**config.mk**
```make
export PLATFORM = sky130hd
export DESIGN_NAME = srfc_back
export DESIGN_NICKNAME = d
export VERILOG_FILES = /design/src/srfc_pkg.sv /design/src/srfc_back.sv
export SDC_FILE = /design/constraint.sdc
export NUM_CORES = 1
export LEC_CHECK = 0
export BUFFER_PORTS_ARGS = -buffer_cell sky130_fd_sc_hd__buf_4
export CORE_ASPECT_RATIO = 2
export CORE_MARGIN = 10
export CORE_UTILIZATION = 60
export CTS_BUF_LIST = sky130_fd_sc_hd__clkbuf_4 sky130_fd_sc_hd__clkbuf_8
export DETAILED_ROUTE_END_ITERATION = 10
export PLACE_DENSITY_LB_ADDON = 0.25
export SYNTH_ARGS = -nofsm -noshare
export SYNTH_HDL_FRONTEND = slang
export SYNTH_SLANG_ARGS = --single-unit
export TNS_END_PERCENT = 5
```
**constraint.sdc**
```tcl
create_clock -name i_clk -period 3.01 [get_ports i_clk]
set_input_delay 0.1505 -clock i_clk [delete_from_list [all_inputs] [get_ports i_clk]]
set_output_delay 0.1505 -clock i_clk [all_outputs]
set_load 0.03 [all_outputs]
```
**src/srfc_pkg.sv**
```systemverilog
// Shared types, constants and the CRC-16 byte update for the sensor response
// frame checker. No dependencies.
package srfc_pkg;

    localparam logic [15:0] CRC_START       = 16'hFFFF;
    localparam logic [15:0] CRC_POLY        = 16'hA001;
    localparam logic [7:0]  FUNC_READ       = 8'h03;
    localparam logic [15:0] SIGN_BIT        = 16'h8000;
    localparam logic [15:0] MAG_MASK        = 16'h7FFF;
    localparam logic [3:0]  MAX_PAYLOAD     = 4'd10;
    localparam logic [3:0]  POS_IDLE        = 4'd15;
    localparam logic [3:0]  LEN_RESET       = 4'd4;
    localparam logic [3:0]  LEN_VALUES      = 4'd4;
    localparam int          SRFC_QUEUE_DEPTH = 4;

    typedef enum logic [1:0] {
        ST_GOOD       = 2'd0,
        ST_CRC_BAD    = 2'd1,
        ST_HEADER_BAD = 2'd2
    } t_status;

    // What the back end does with one queued word
    typedef enum logic [1:0] {
        KIND_DATA   = 2'd0,
        KIND_CRC_LO = 2'd1,
        KIND_CRC_HI = 2'd2
    } t_kind;

    typedef struct packed {
        logic [7:0] rx_byte;
        t_kind      kind;
        logic [3:0] pos;
        logic [3:0] len;
        logic       start;
    } t_entry;

    // Reflected CRC-16, one byte, eight shift steps
    function automatic logic [15:0] crc_update(input logic [15:0] crc, input logic [7:0] b);
        logic [15:0] c;
        c = crc ^ {8'h00, b};
        for (int k = 0; k < 8; k++) begin
            if (c[0]) begin
                c = (c >> 1) ^ CRC_POLY;
            end else begin
                c = c >> 1;
            end
        end
        return c;
    endfunction

endpackage

```
**src/srfc_back.sv**
```systemverilog
// Back end: runs the CRC, header checks and payload capture, and holds the
// result word. Depends on srfc_pkg.
module srfc_back
    import srfc_pkg::*;
(
    input  logic        i_clk,
    input  logic        i_rst_n,
    input  logic        i_pop_valid,
    output logic        o_pop_ready,
    input  t_entry      i_pop_entry,
    output logic        o_valid,
    input  logic        i_ready,
    output logic [1:0]  o_status,
    output logic [15:0] o_humidity_tenths,
    output logic signed [15:0] o_temperature_tenths
);

    logic [15:0] r_crc;
    logic        r_hdr_bad;
    logic [7:0]  r_crc_lo;
    logic [15:0] r_hum;
    logic [15:0] r_tmp;
    logic        r_out_valid;
    logic [1:0]  r_out_status;
    logic [15:0] r_out_hum;
    logic [15:0] r_out_tmp;

    logic [15:0] n_crc;
    logic        n_hdr_bad;
    logic [7:0]  n_crc_lo;
    logic [15:0] n_hum;
    logic [15:0] n_tmp;

    logic [15:0] base_crc;
    logic        base_hdr_bad;
    logic [7:0]  base_crc_lo;
    logic [15:0] base_hum;
    logic [15:0] base_tmp;
    logic        pop;
    logic [15:0] rx_crc;
    t_status     status;
    logic [15:0] tmp_val;

    always_comb begin
        base_crc     = i_pop_entry.start ? CRC_START : r_crc;
        base_hdr_bad = i_pop_entry.start ? 1'b0 : r_hdr_bad;
        base_crc_lo  = i_pop_entry.start ? 8'h00 : r_crc_lo;
        base_hum     = i_pop_entry.start ? 16'h0000 : r_hum;
        base_tmp     = i_pop_entry.start ? 16'h0000 : r_tmp;
        rx_crc       = {i_pop_entry.rx_byte, base_crc_lo};
        if (rx_crc != base_crc) begin
            status = ST_CRC_BAD;
        end else if (base_hdr_bad) begin
            status = ST_HEADER_BAD;
        end else begin
            status = ST_GOOD;
        end
        // Sign-magnitude to two's complement; negative zero maps to zero
        tmp_val = base_tmp[15] ? (16'h0000 - (base_tmp & MAG_MASK)) : base_tmp;

        n_crc     = base_crc;
        n_hdr_bad = base_hdr_bad;
        n_crc_lo  = base_crc_lo;
        n_hum     = base_hum;
        n_tmp     = base_tmp;
        case (i_pop_entry.kind)
            KIND_DATA: begin
                n_crc = crc_update(base_crc, i_pop_entry.rx_byte);
                if (i_pop_entry.pos == 4'd0 && i_pop_entry.rx_byte != FUNC_READ) begin
                    n_hdr_bad = 1'b1;
                end
                if (i_pop_entry.pos == 4'd1 &&
                    i_pop_entry.rx_byte != {4'h0, i_pop_entry.len}) begin
                    n_hdr_bad = 1'b1;
                end
                case (i_pop_entry.pos)
                    4'd2:    n_hum = {i_pop_entry.rx_byte, base_hum[7:0]};
                    4'd3:    n_hum = {base_hum[15:8], i_pop_entry.rx_byte};
                    4'd4:    n_tmp = {i_pop_entry.rx_byte, base_tmp[7:0]};
                    4'd5:    n_tmp = {base_tmp[15:8], i_pop_entry.rx_byte};
                    default: ;
                endcase
            end
            KIND_CRC_LO: begin
                n_crc_lo = i_pop_entry.rx_byte;
            end
            default: ;
        endcase
    end

    // Stall the final word only while an unread result blocks the output
    assign o_pop_ready = (i_pop_entry.kind != KIND_CRC_HI) || !r_out_valid || i_ready;
    assign pop         = i_pop_valid && o_pop_ready;

    always_ff @(posedge i_clk) begin
        if (!i_rst_n) begin
            r_crc     <= CRC_START;
            r_hdr_bad <= 1'b0;
            r_crc_lo  <= 8'h00;
            r_hum     <= 16'h0000;
            r_tmp     <= 16'h0000;
        end else if (pop) begin
            r_crc     <= n_crc;
            r_hdr_bad <= n_hdr_bad;
            r_crc_lo  <= n_crc_lo;
            r_hum     <= n_hum;
            r_tmp     <= n_tmp;
        end
    end

    always_ff @(posedge i_clk) begin
        if (!i_rst_n) begin
            r_out_valid <= 1'b0;
        end else if (pop && i_pop_entry.kind == KIND_CRC_HI) begin
            r_out_valid <= 1'b1;
        end else if (i_ready) begin
            r_out_valid <= 1'b0;
        end
    end

    always_ff @(posedge i_clk) begin
        if (pop && i_pop_entry.kind == KIND_CRC_HI) begin
            r_out_status <= status;
            if (status == ST_GOOD && i_pop_entry.len >= LEN_VALUES) begin
                r_out_hum <= base_hum;
                r_out_tmp <= tmp_val;
            end else begin
                r_out_hum <= 16'h0000;
                r_out_tmp <= 16'h0000;
            end
        end
    end

    assign o_valid              = r_out_valid;
    assign o_status             = r_out_status;
    assign o_humidity_tenths    = r_out_hum;
    assign o_temperature_tenths = $signed(r_out_tmp);

endmodule

```
==> metrics.md <==
| Metric | Value |
|---|---|
| Outcome | `completed` |
| Clock Tree Root | `clkbuf_8` |
| Post-place instance area | `between 4000 and 5000 um^2` |
| Die ar. | `between 10000 and 15000 um^2` |
| YS warnings | `0` |
| Number of synthesized flops with an enable pin | `34` |
| Worst path slowest cell | `and3_1` |
| Synth Cell Area | `about 4400 um^2` |
| Register bit total from synthesis | `just over 90` |
| Worst Path Arrival | `roughly 2.5 ns` |
| Inserted Diodes | `0` |
| Leak | `approximately 1.8 nW` |
| CTS tree | `built` |
| Worst reg2reg path endpoint | `o_humidity_tenths[4]` |
| Power per cell area | `494 nW/um^2` |
| Fin Hold WS | `between 0.08 and 0.09 ns` |
| Max Cap Violations | `0` |
| Post-layout min period | `2.29 ns` |
| Clk_lat worst skew | `0.37 ns` |
| Sequential element share of the synthesized area | `0.499` |
| Cells after Synth | `around 450` |
| Crit path kind | `reg2reg` |
| Initial drt markers | `~270` |
| DRC errors left | `0` |
| Resized cells post-CTS | `0` |
| CP Buf/Inv Count | `0` |
| Hold path start | `i_pop_entry[7]` |
| Worst vdd ir | `457 uV` |
| GRT Total Usage | `0.185` |
| First-pass GRT wire length | `about 17000 um` |
| CP Data Required Time | `3.25 ns` |
| Synth Flop Type | `dfxtp_1` |
| Worst Skew | `~0.0091 ns` |
| Max Buffers Root-to-Sink | `2` |
| Synth area leader | `dfxtp_1` |
| Slew HR | `0.546` |
| First-pass DRT Iterations | `4` |
| Mapped Nets | `~470` |
| Fin. Hold Viols | `0` |
| Final Worst Setup Slack | `~0.72 ns` |
| Die Wd | `80.4 um` |
| DPL Wire Length | `around 7100 um` |
| CTS clock-pin slew for the worst setup and hold paths | `roughly 0.090 ns` |
| Synth Area per Inst | `slightly below 10 um^2` |
| Nets@finish | `~520` |
| Initial antenna violation count | `0` |
| Post-CTS Hold Fix Bufs | `0` |
| Height of the die | `roughly 140 um` |
| Row cnt | `44` |
| Yosys top cell area share | `0.266` |
| Chain of cells forming the critical path | `or3_1 > a222oi_1 > a21oi_1 > nor3_1 > and3_1 > and2_1` |
| Max incr delay on CP | `about 0.58 ns` |
| PortBufs | `58` |
| Cts bufs inserted | `9` |
| GPL Wtd Cong | `around 0.90` |
| Synthesis-to-finish area growth | `15.6%` |
| Area contributors post-synth | `dfxtp_1, edfxtp_1, xnor2_1` |
| Core Footprint | `just over 7000 um^2` |
| Post-route antenna net violation count | `0` |
| Fraction of registers with async set/reset | `0` |
| Fmax | `approximately 0.44 GHz` |
| Final wirelength | `~10000 um` |
| Reg2reg start | `r_crc[15]` |
| FILL cells | `570` |
| Hold Crit Depth | `3` |
| Largest net degree at the start of global routing | `62` |
| RSZ-0062 raised after global routing | `false` |
| Vias in the first global route | `3357` |
| Worst R2R Setup Slack | `roughly 0.7 ns` |
| Setup_tns | `0 ns` |
| Share of cells above drive strength 1 | `0.170` |
| WL per Instance | `roughly 17 um` |
| DP Worst Slack | `~0.70 ns` |
| Slew Limit Fails | `0` |
| GRT overflow | `0` |
| Initial Utilization | `0.611` |
| Synth cell types | `45` |
| Final worst-path cycle share | `0.762` |
| CTS H-Tree Depth | `3` |
| Worst Setup End Kind | `flop` |
| # Post-CTS Setup Buffers | `0` |
| Reg2reg path depth | `6` |
| I/O pin cnt | `59` |
| DR vias | `3430` |
| Total design power | `roughly 2.5 mW` |
| Delay-heaviest family, CP | `simple AND/OR/NAND/NOR gates` |
| CTS sink cnt | `between 90 and 100` |
| Hold Path End | `r_hdr_bad` |
| Vias per Instance | `between 5 and 6` |
| Critical Path Start Type | `flop` |
| Critical-path maximum fanout | `19` |
| Worst hold path class | `in2reg` |
| Post-route cell area | `~5100 um^2` |
| Worst-Margin Slew | `0.677 ns` |
| Final setup vio count | `0` |
==> layer usage <==
layer	wire length, um	vias to the layer above	GRT usage
met3	583	16	0.0408
met5	0	-	0
met2	5380	83	0.315
met1	4030	1655	0.207
met4	226	0	0.0905
li1	-	1676	-
==> state kept, by name (all words and copies together), names as in the netlist <==
register / flops
o_humidity_tenths: 16
o_status: 2
o_temperature_tenths: 16
o_valid: 1
r_crc: 16
r_crc_lo: 8
r_hdr_bad: 1
r_hum: 16
r_tmp: 16
==> cells by family after synthesis <==
family	after synthesis	share of synthesized area
flip-flops	92	0.499
AND/OR/NAND/NOR	175	0.215
multiplexers	1	0.00229
adder cells (fa/ha/maj)	1	0.00286
buffers and inverters	32	0.0326
XOR/XNOR	51	0.102
AO/OA/AOI/OAI	95	0.146
==> cells in the mapped netlist (6+ instances only) <==
library cell / instances
a21oi_1: 8
a22oi_1: 40
and2_1: 21
buf_2: 8
clkbuf_1: 14
dfxtp_1: 58
edfxtp_1: 34
inv_1: 6
nand2_1: 31
nor2_1: 33
nor2b_1: 43
nor3_1: 10
nor4_1: 6
o21ai_0: 9
o21ai_1: 8
o22ai_1: 14
o31ai_1: 6
or3_1: 6
xnor2_1: 35
xor2_1: 16
==> power by group <==
group	switching, mW	internal (mW)
clock	0.432	0.476
sequential	0.0151	1.31
combinational	0.159	0.108
total	0.607	1.89
==> final cells by class <==
type	instances	area, um^2	share of cell area
multi-input combinational	323	2050	0.406
sequential	92	2180	0.432
inverter	6	22.5	0.00445
clock buffer	10	131	0.0260
tap	92	115	0.0228
timing repair buffer	62	465	0.0921
clock inverter	6	88.8	0.0176
==> tightest hold or removal path, stage by stage <==
cell and delay [ns]:
buf_4 0.09, nand4b_1 0.11, a21boi_1 0.06
==> through the flow <==
step	util	cells
after floorplan	-	447
after global placement	0.676	575
after detailed placement	0.676	575
after CTS	0.706	591
after global routing	0.706	591
final	0.706	591
==> cells in the final DEF, fill, tap and decap left out, types with 2 or more instances in the layout <==
cell type / netlist / final
xor2_1: 16 / 16
clkinvlp_4: 0 / 2
and3_1: 3 / 3
o31ai_1: 6 / 6
nor3b_1: 5 / 5
nand4_1: 2 / 2
and2_1: 21 / 21
dfxtp_1: 58 / 58
or3_1: 6 / 6
nor4_1: 6 / 6
nor2_1: 33 / 32
or2_2: 3 / 3
o21ai_0: 9 / 9
nand3_1: 4 / 4
a211oi_1: 2 / 2
nand2b_1: 3 / 3
buf_4: 1 / 62
inv_1: 6 / 6
xnor2_1: 35 / 35
nand2_1: 31 / 31
o21a_1: 2 / 2
o21ai_1: 8 / 8
a22oi_1: 40 / 40
nor2b_1: 43 / 43
o22ai_1: 14 / 14
bufinv_16: 0 / 2
a21oi_1: 8 / 8
clkbuf_8: 0 / 9
nor3_1: 10 / 10
edfxtp_1: 34 / 34
==> how the worst max path moves through the flow <==
stage / to / startpoint / depth (start not counted)
after floorplan: o_humidity_tenths[0] / o_valid / 4
after global placement: o_temperature_tenths[2] / i_pop_entry[0] / 7
after detailed placement: o_humidity_tenths[13] / i_pop_entry[0] / 7
after CTS: o_humidity_tenths[13] / r_crc[15] / 6
after global routing: o_temperature_tenths[15] / r_crc[15] / 6
final: o_humidity_tenths[4] / r_crc[15] / 6
Note: power is estimated with default switching activity, not from simulation.
